[src/rtl/resp_array_stream_parser_top_defines.svh]
// Assertion helpers used by the parser RTL.
`ifndef RESP_ARRAY_STREAM_PARSER_TOP_DEFINES_SVH
`define RESP_ARRAY_STREAM_PARSER_TOP_DEFINES_SVH

// Same-cycle implication, checked outside reset.
`define RASP_ASSERT_NOW(label, ante, cons, msg) \
  label: assert property (@(posedge clk) disable iff (rst) (ante) |-> (cons)) \
    else $error(msg);

// Next-cycle implication, checked outside reset.
`define RASP_ASSERT_NEXT(label, ante, cons, msg) \
  label: assert property (@(posedge clk) disable iff (rst) (ante) |=> (cons)) \
    else $error(msg);

`endif

[src/rtl/rasp_pkg.sv]
package rasp_pkg;

  localparam int IDX_W = 31;

  typedef enum logic [3:0] {
    PH_IDLE,
    PH_COUNT,
    PH_COUNT_LF,
    PH_PREFIX,
    PH_LEN,
    PH_LEN_LF,
    PH_PAYLOAD,
    PH_SKIP
  } phase_t;

  localparam logic [1:0] KIND_PAYLOAD     = 2'd0;
  localparam logic [1:0] KIND_EMPTY_ELEM  = 2'd1;
  localparam logic [1:0] KIND_EMPTY_ARRAY = 2'd2;
  localparam logic [1:0] KIND_ERROR       = 2'd3;

  localparam logic [2:0] ERR_NONE       = 3'd0;
  localparam logic [2:0] ERR_NO_STAR    = 3'd1;
  localparam logic [2:0] ERR_BAD_COUNT  = 3'd2;
  localparam logic [2:0] ERR_NO_DOLLAR  = 3'd3;
  localparam logic [2:0] ERR_BAD_LENGTH = 3'd4;

  localparam logic [7:0] CH_STAR   = 8'h2A;
  localparam logic [7:0] CH_DOLLAR = 8'h24;
  localparam logic [7:0] CH_MINUS  = 8'h2D;
  localparam logic [7:0] CH_CR     = 8'h0D;
  localparam logic [7:0] CH_LF     = 8'h0A;
  localparam logic [7:0] CH_ZERO   = 8'h30;
  localparam logic [7:0] CH_NINE   = 8'h39;

  typedef struct packed {
    logic [1:0]       kind;
    logic [7:0]       payload;
    logic [IDX_W-1:0] element_index;
    logic             element_end;
    logic             array_end;
    logic [2:0]       error_code;
  } result_t;

endpackage

[src/rtl/resp_array_stream_parser_top.sv]
// Byte-serial parser for request arrays of bulk strings. One byte is taken per
// clock cycle whenever the output register is empty or is being drained in the
// same cycle; each byte is decoded in a single pass through the header state
// machine and its result, if any, is registered in the output register.
// Sustained rate is one byte per cycle, set only by downstream tready.
// Results: kind 0 per payload byte, kind 1 for an empty element, kind 2 for an
// empty or negative-count array, kind 3 for a framing error (then back to
// idle). tlast marks the result that ends an array. COUNT_BITS bounds counts
// and lengths to 2^COUNT_BITS-1.
`include "resp_array_stream_parser_top_defines.svh"

module resp_array_stream_parser_top #(
  parameter int COUNT_BITS = 31
) (
  input  logic        clk,
  input  logic        rst,
  input  logic        s_axis_tvalid,
  output logic        s_axis_tready,
  input  logic [7:0]  s_axis_tdata,   // [7:0] in_byte
  output logic        m_axis_tvalid,
  input  logic        m_axis_tready,
  // [7:0] payload, [38:8] element_index, [41:39] error_code, [47:42] zero
  output logic [47:0] m_axis_tdata,
  output logic [2:0]  m_axis_tuser,   // [1:0] kind, [2] element_end
  output logic        m_axis_tlast    // array_end
);
  import rasp_pkg::*;

  localparam int WIDE_W = COUNT_BITS + 4;

  phase_t                phase, phase_next;
  logic [COUNT_BITS-1:0] number_accum, number_accum_next;
  logic                  number_negative, number_negative_next;
  logic                  number_has_digit, number_has_digit_next;
  logic [COUNT_BITS-1:0] elements_left, elements_left_next;
  logic [COUNT_BITS-1:0] current_element, current_element_next;
  logic [COUNT_BITS-1:0] bytes_left, bytes_left_next;
  logic [1:0]            skip_left, skip_left_next;

  logic                  in_fire;
  logic [7:0]            b;
  logic                  is_digit;
  logic [WIDE_W-1:0]     accum_wide;
  logic                  accum_ovf;
  logic                  clear_all;

  logic                  res_valid;
  result_t               res;
  result_t               out_reg;
  logic                  out_valid;

  assign b             = s_axis_tdata;
  assign s_axis_tready = !out_valid || m_axis_tready;
  assign in_fire       = s_axis_tvalid && s_axis_tready;
  assign is_digit      = (b >= CH_ZERO) && (b <= CH_NINE);

  // Times ten as two shifted copies, plus the digit.
  assign accum_wide = (WIDE_W'(number_accum) << 3) + (WIDE_W'(number_accum) << 1)
                    + WIDE_W'(b[3:0]);
  assign accum_ovf  = |accum_wide[WIDE_W-1:COUNT_BITS];

  // Next-state logic.
  always_comb begin
    phase_next            = phase;
    number_accum_next     = number_accum;
    number_negative_next  = number_negative;
    number_has_digit_next = number_has_digit;
    elements_left_next    = elements_left;
    current_element_next  = current_element;
    bytes_left_next       = bytes_left;
    skip_left_next        = skip_left;
    clear_all             = 1'b0;
    if (in_fire) begin
      case (phase)
        PH_IDLE: begin
          if (b != CH_STAR) begin
            clear_all = 1'b1;
          end else begin
            number_accum_next     = '0;
            number_negative_next  = 1'b0;
            number_has_digit_next = 1'b0;
            current_element_next  = '0;
            phase_next            = PH_COUNT;
          end
        end
        PH_COUNT: begin
          if (is_digit) begin
            if (accum_ovf) begin
              clear_all = 1'b1;
            end else begin
              number_accum_next     = accum_wide[COUNT_BITS-1:0];
              number_has_digit_next = 1'b1;
            end
          end else if (b == CH_MINUS && !number_has_digit && !number_negative) begin
            number_negative_next = 1'b1;
          end else if (b == CH_CR) begin
            phase_next = PH_COUNT_LF;
          end else begin
            clear_all = 1'b1;
          end
        end
        PH_COUNT_LF: begin
          if (b != CH_LF || !number_has_digit || number_negative ||
              number_accum == '0) begin
            clear_all = 1'b1;
          end else begin
            elements_left_next    = number_accum;
            current_element_next  = '0;
            number_accum_next     = '0;
            number_negative_next  = 1'b0;
            number_has_digit_next = 1'b0;
            phase_next            = PH_PREFIX;
          end
        end
        PH_PREFIX: begin
          if (b != CH_DOLLAR) begin
            clear_all = 1'b1;
          end else begin
            number_accum_next     = '0;
            number_negative_next  = 1'b0;
            number_has_digit_next = 1'b0;
            phase_next            = PH_LEN;
          end
        end
        PH_LEN: begin
          if (is_digit) begin
            if (accum_ovf) begin
              clear_all = 1'b1;
            end else begin
              number_accum_next     = accum_wide[COUNT_BITS-1:0];
              number_has_digit_next = 1'b1;
            end
          end else if (b == CH_CR) begin
            phase_next = PH_LEN_LF;
          end else begin
            clear_all = 1'b1;
          end
        end
        PH_LEN_LF: begin
          if (b != CH_LF || !number_has_digit) begin
            clear_all = 1'b1;
          end else begin
            number_accum_next     = '0;
            number_negative_next  = 1'b0;
            number_has_digit_next = 1'b0;
            if (number_accum == '0) begin
              skip_left_next = 2'd2;
              phase_next     = PH_SKIP;
            end else begin
              bytes_left_next = number_accum;
              phase_next      = PH_PAYLOAD;
            end
          end
        end
        PH_PAYLOAD: begin
          if (bytes_left <= COUNT_BITS'(1)) begin
            bytes_left_next = '0;
            skip_left_next  = 2'd2;
            phase_next      = PH_SKIP;
          end else begin
            bytes_left_next = bytes_left - COUNT_BITS'(1);
          end
        end
        PH_SKIP: begin
          if (skip_left <= 2'd1) begin
            skip_left_next = 2'd0;
            if (elements_left <= COUNT_BITS'(1)) begin
              clear_all = 1'b1;
            end else begin
              elements_left_next   = elements_left - COUNT_BITS'(1);
              current_element_next = current_element + COUNT_BITS'(1);
              phase_next           = PH_PREFIX;
            end
          end else begin
            skip_left_next = skip_left - 2'd1;
          end
        end
        default: begin
          clear_all = 1'b1;
        end
      endcase
      if (clear_all) begin
        phase_next            = PH_IDLE;
        number_accum_next     = '0;
        number_negative_next  = 1'b0;
        number_has_digit_next = 1'b0;
        elements_left_next    = '0;
        current_element_next  = '0;
        bytes_left_next       = '0;
        skip_left_next        = 2'd0;
      end
    end
  end

  // Result logic.
  always_comb begin
    res_valid = 1'b0;
    res       = '0;
    if (in_fire) begin
      case (phase)
        PH_IDLE: begin
          if (b != CH_STAR) begin
            res_valid      = 1'b1;
            res.kind       = KIND_ERROR;
            res.error_code = ERR_NO_STAR;
          end
        end
        PH_COUNT: begin
          if ((is_digit && accum_ovf) ||
              (!is_digit && b != CH_CR &&
               !(b == CH_MINUS && !number_has_digit && !number_negative))) begin
            res_valid      = 1'b1;
            res.kind       = KIND_ERROR;
            res.error_code = ERR_BAD_COUNT;
          end
        end
        PH_COUNT_LF: begin
          if (b != CH_LF || !number_has_digit) begin
            res_valid      = 1'b1;
            res.kind       = KIND_ERROR;
            res.error_code = ERR_BAD_COUNT;
          end else if (number_negative || number_accum == '0) begin
            res_valid     = 1'b1;
            res.kind      = KIND_EMPTY_ARRAY;
            res.array_end = 1'b1;
          end
        end
        PH_PREFIX: begin
          if (b != CH_DOLLAR) begin
            res_valid         = 1'b1;
            res.kind          = KIND_ERROR;
            res.element_index = IDX_W'(current_element);
            res.error_code    = ERR_NO_DOLLAR;
          end
        end
        PH_LEN: begin
          if ((is_digit && accum_ovf) || (!is_digit && b != CH_CR)) begin
            res_valid         = 1'b1;
            res.kind          = KIND_ERROR;
            res.element_index = IDX_W'(current_element);
            res.error_code    = ERR_BAD_LENGTH;
          end
        end
        PH_LEN_LF: begin
          if (b != CH_LF || !number_has_digit) begin
            res_valid         = 1'b1;
            res.kind          = KIND_ERROR;
            res.element_index = IDX_W'(current_element);
            res.error_code    = ERR_BAD_LENGTH;
          end else if (number_accum == '0) begin
            res_valid         = 1'b1;
            res.kind          = KIND_EMPTY_ELEM;
            res.element_index = IDX_W'(current_element);
            res.element_end   = 1'b1;
            res.array_end     = (elements_left == COUNT_BITS'(1));
          end
        end
        PH_PAYLOAD: begin
          res_valid         = 1'b1;
          res.kind          = KIND_PAYLOAD;
          res.payload       = b;
          res.element_index = IDX_W'(current_element);
          res.element_end   = (bytes_left <= COUNT_BITS'(1));
          res.array_end     = (bytes_left <= COUNT_BITS'(1)) &&
                              (elements_left == COUNT_BITS'(1));
        end
        default: begin
          res_valid = 1'b0;
        end
      endcase
    end
  end

  always_ff @(posedge clk) begin
    if (rst) begin
      phase            <= PH_IDLE;
      number_accum     <= '0;
      number_negative  <= 1'b0;
      number_has_digit <= 1'b0;
      elements_left    <= '0;
      current_element  <= '0;
      bytes_left       <= '0;
      skip_left        <= 2'd0;
      out_valid        <= 1'b0;
    end else begin
      phase            <= phase_next;
      number_accum     <= number_accum_next;
      number_negative  <= number_negative_next;
      number_has_digit <= number_has_digit_next;
      elements_left    <= elements_left_next;
      current_element  <= current_element_next;
      bytes_left       <= bytes_left_next;
      skip_left        <= skip_left_next;
      if (s_axis_tready) begin
        out_valid <= res_valid;
      end
    end
  end

  // Output register loads a new result whenever the slot is free or draining.
  always_ff @(posedge clk) begin
    if (s_axis_tready && res_valid) begin
      out_reg <= res;
    end
  end

  assign m_axis_tvalid = out_valid;
  assign m_axis_tdata  = {6'd0, out_reg.error_code, out_reg.element_index, out_reg.payload};
  assign m_axis_tuser  = {out_reg.element_end, out_reg.kind};
  assign m_axis_tlast  = out_reg.array_end;

  `RASP_ASSERT_NOW(a_payload_has_bytes, phase == PH_PAYLOAD, bytes_left != '0,
    "payload phase with no bytes left")
  `RASP_ASSERT_NOW(a_skip_has_count, phase == PH_SKIP, skip_left != 2'd0,
    "skip phase with no bytes to skip")
  `RASP_ASSERT_NOW(a_error_coded,
    out_valid && out_reg.kind == KIND_ERROR,
    out_reg.error_code != ERR_NONE && !out_reg.array_end && !out_reg.element_end,
    "error result with inconsistent flags")
  `RASP_ASSERT_NOW(a_nonerror_clean,
    out_valid && out_reg.kind != KIND_ERROR, out_reg.error_code == ERR_NONE,
    "non-error result carries an error code")
  `RASP_ASSERT_NEXT(a_star_starts_count,
    in_fire && phase == PH_IDLE && b == CH_STAR, phase == PH_COUNT,
    "array prefix did not start the count line")

endmodule

[config.mk]
export PLATFORM = sky130hd
export DESIGN_NAME = resp_array_stream_parser_top
export DESIGN_NICKNAME = d
export VERILOG_FILES = /design/src/rtl/rasp_pkg.sv /design/src/rtl/resp_array_stream_parser_top.sv
export VERILOG_INCLUDE_DIRS = /design/src /design/src/rtl
export SDC_FILE = /design/constraint.sdc
export NUM_CORES = 1
export LEC_CHECK = 0
export BUFFER_PORTS_ARGS = -buffer_cell sky130_fd_sc_hd__buf_2
export CAP_MARGIN = 10
export CORE_AREA = 2 2 181 183
export CTS_CLUSTER_DIAMETER = 60
export CTS_CLUSTER_SIZE = 16
export DETAILED_ROUTE_END_ITERATION = 16
export DIE_AREA = 0 0 183 185
export MAX_ROUTING_LAYER = met4
export SLEW_MARGIN = 20
export SYNTH_ARGS = -nofsm -noshare
export SYNTH_HDL_FRONTEND = slang
export SYNTH_SLANG_ARGS = --single-unit
[constraint.sdc]
create_clock -name clk -period 6.7 [get_ports clk]
set_clock_uncertainty 0.05 [all_clocks]
set_input_delay 0 -clock clk [delete_from_list [all_inputs] [get_ports clk]]
set_output_delay 0 -clock clk [all_outputs]
set_load 0.05 [all_outputs]
==> metrics.csv <==
stage,metric,value,unit
clocking,setup repair bufs after CTS,0,
setup_path,Worst Setup End Kind,flop,
sta,RSZ-0062 raised after global routing,false,
clocking,clk sink count,178,
route,final wirelength,32100,um
die,die height,185,um
yosys,sequential area share after synthesis,0.363,
sta,final hold vios,0,
finish,fin nets,1420,
power,Max VDD drop,0.000152,V
setup_path,reg2reg setup slack,1480,ps
finish,fin area,12300,um2
die,chip width,183,um
route,max layer used,met4,
power,pwr dens,205,nW/um2
die,Die ar.,33900,um2
yosys,Mapped Cells,1313,
global_route,vias in the first global route,9546,
sta,final period utilization,0.779,
route,DRT Pass-1 Iters,5,
finish,"commonest non-fill, non-tap cell in the layout",dfxtp_1,
die,row count,66,
finish,layout cell share with drive strength beyond 1,0.0902,
setup_path,Worst R2R Start,number_accum[0]$_SDFFE_PP0P_,
clocking,CTS buffer count,17,
route,Detail Route met2 WL,14400,um
placement,placed insts,1720,
yosys,Synth Cell Area,11100,um2
min_path,hold path start,s_axis_tdata[3],
sta,Final Setup Violations,0,
clocking,CTS root buffer,clkbuf_16,
setup_path,crit path DAT,5270,ps
placement,Final GP Congestion,0.952,
die,Starting Density,0.346,
power,Design Power,2.52,mW
yosys,"Top FF cell, synth",dfxtp_1,
clocking,clk_lat worst skew,440,ps
yosys,post-synthesis cell type count,73,
flow_run,max-cap check violation count,0,
setup_path,Reg-to-Reg End,m_axis_tdata[37]$_SDFFCE_PN0P_,
global_route,gr usage total,0.197,
sta,max_slew headroom,0.289,
min_path,Hold WC Path Type,input pin to flop,
placement,detailed placer's ending HPWL,22600,um
route,Via density,5.82,
finish,Finished Layout Cells,1760,
global_route,largest net degree at the start of global routing,54,
clocking,"CTS clk-pin slew, worst paths",70,ps
placement,IO Port Bufs,59,
yosys,Synth Warn #,0,
clocking,htree depth,4,
setup_path,startpoint types,flop,
clocking,CTS Buffer Depth,2,
sta,Setup TNS Final,0,ps
sta,f_max,192,MHz
power,LEAKAGE,4.98,nW
clocking,"Hold-fix buffers, CTS",9,
setup_path,Worst Path Max Fanout,33,
setup_path,WS Path Type,flop to flop,
global_route,first-pass GRT wire length,51800,um
finish,most frequent cells in the layout,"dfxtp_1 (132), nor2_1 (122), nand2_1 (117)",
sta,Period minus WS final,5220,ps
outcome,status,"complete, no violations",
route,routed len/inst,18.2,um
min_path,Cells on Worst Hold Path,5,
yosys,"EDFF count, synth",46,
route,post-route ant nets,0,
yosys,Mean Syn Cell Area,8.44,um2
route,overall via count from detail_route,10200,
finish,P&R area growth vs syn,11.3,%
sta,fin. max-slew vios,0,
route,met1 wire length,14800,um
min_path,hold endpoint,number_negative$_SDFFE_PP0P_,
die,Ports,66,
route,met3 wire len,1920,um
yosys,"FFs w/ async S/R, synth",0,
die,Core Region,32000,um2
placement,Placed Area,11700,um2
finish,fill cell count,3226,
yosys,post-synthesis register bit count,178,
global_route,total gr overflow,0,
route,drt initial violations,903,
clocking,# resized after CTS,0,
global_route,initial antenna violation count,0,
setup_path,r2r worst-path depth,14,
clocking,CTS tree,done,
setup_path,Critical Path RT,6750,ps
sta,worst slew pin tran,1060,ps
route,Residual DRC,0,
finish,# diodes,0,
sequential cells by signal, summed over array words and instances (netlist names):
signal            count
m_axis_tuser          3
current_element      31
phase                 3
number_accum         31
bytes_left           31
elements_left        31
number_negative       1
m_axis_tvalid         1
m_axis_tdata         42
skip_left             2
number_has_digit      1
m_axis_tlast          1
per-layer routing:
layer	global-route usage	vias to the layer above
met1	0.255	4862
li1	-	4981
met2	0.309	340
met3	0.0370	57
met5	-	-
met4	0.0704	0
worst max-delay path by stage:
stage | from | to | slack, ps
after floorplan | number_accum[0]$_SDFFE_PP0P_ | m_axis_tdata[0]$_SDFFCE_PN0P_ | 1330
after global placement | number_accum[0]$_SDFFE_PP0P_ | m_axis_tdata[37]$_SDFFCE_PN0P_ | 1610
after detailed placement | number_accum[0]$_SDFFE_PP0P_ | m_axis_tdata[37]$_SDFFCE_PN0P_ | 1520
after CTS | number_accum[0]$_SDFFE_PP0P_ | m_axis_tdata[37]$_SDFFCE_PN0P_ | 1490
after global routing | number_accum[0]$_SDFFE_PP0P_ | m_axis_tdata[37]$_SDFFCE_PN0P_ | 1190
final | number_accum[0]$_SDFFE_PP0P_ | m_axis_tdata[37]$_SDFFCE_PN0P_ | 1480
power by group:
part	total (mW)	internal (mW)	switching (mW)
sequential	1.16	1.14	0.0241
combinational	0.388	0.109	0.279
clock	0.974	0.494	0.480
total	2.52	1.74	0.783
synth_stat cells (8+ instances only):
cell	instances	area (um2)
dfxtp_1	132	2640
nor2_1	122	458
nand2_1	117	439
a21oi_1	94	470
ha_1	66	826
clkbuf_1	60	225
o21ai_0	58	290
nor3_1	47	235
edfxtp_1	46	1380
a31oi_1	40	250
inv_1	38	143
nand3_1	34	170
nor2b_1	34	213
nor4_1	31	194
a22o_1	28	245
xor2_1	27	236
xnor2_1	26	228
and3_1	24	150
a211oi_1	21	158
a221oi_1	20	175
nand2b_1	20	125
a21o_1	18	135
nand4_1	18	113
o211ai_1	16	120
a211o_1	15	131
a22oi_1	12	90.1
or3_1	12	75.1
and2_1	11	68.8
o2bb2ai_1	10	87.6
buf_4	9	67.6
buf_2	8	40.0
critical path, cell delays in order, from the launching register on:
cell	delay, ps
dfxtp_1	440
inv_1	90
fa_1	510
fa_1	450
nand2b_1	190
a21oi_1	190
o211ai_1	190
o21ai_0	410
a311oi_1	180
xnor2_1	600
o21ai_2	240
nand2_1	150
nor2_1	80
nor3_4	600
buf_4	490
stage by stage:
stage / utilization / setup slack, ps / hold slack, ps
global route: 0.385 / 1190 / 75.4
detailed placement: 0.364 / 1520 / 290
finish: 0.385 / 1480 / 32.5
global placement: 0.364 / 1610 / 293
CTS: 0.385 / 1490 / 10.5
floorplan: - / 1330 / 75.5
layout make-up:
cell class | count | area, um2 | share of cell area
repair buffers | 83 | 498 | 0.0404
inverters | 38 | 143 | 0.0116
clock inverters | 14 | 140 | 0.0114
multi-input cells | 1022 | 6590 | 0.534
well taps | 408 | 510 | 0.0414
clock buffers | 17 | 425 | 0.0345
flip-flops and latches | 178 | 4020 | 0.326
logic make-up (layout without fill, tap and decap cells):
family | count (synthesis) | count (layout) | synth area share
multiplexers | 1 | 1 | 0.000904
AO/OA/AOI/OAI | 396 | 396 | 0.246
buffers and inverters | 118 | 152 | 0.0453
AND/OR/NAND/NOR | 498 | 498 | 0.224
adder cells (fa/ha/maj) | 68 | 68 | 0.0782
other | 1 | 6 | 0.000339
XOR/XNOR | 53 | 53 | 0.0419
flip-flops | 178 | 178 | 0.363
(Power assumes the default switching activity.)
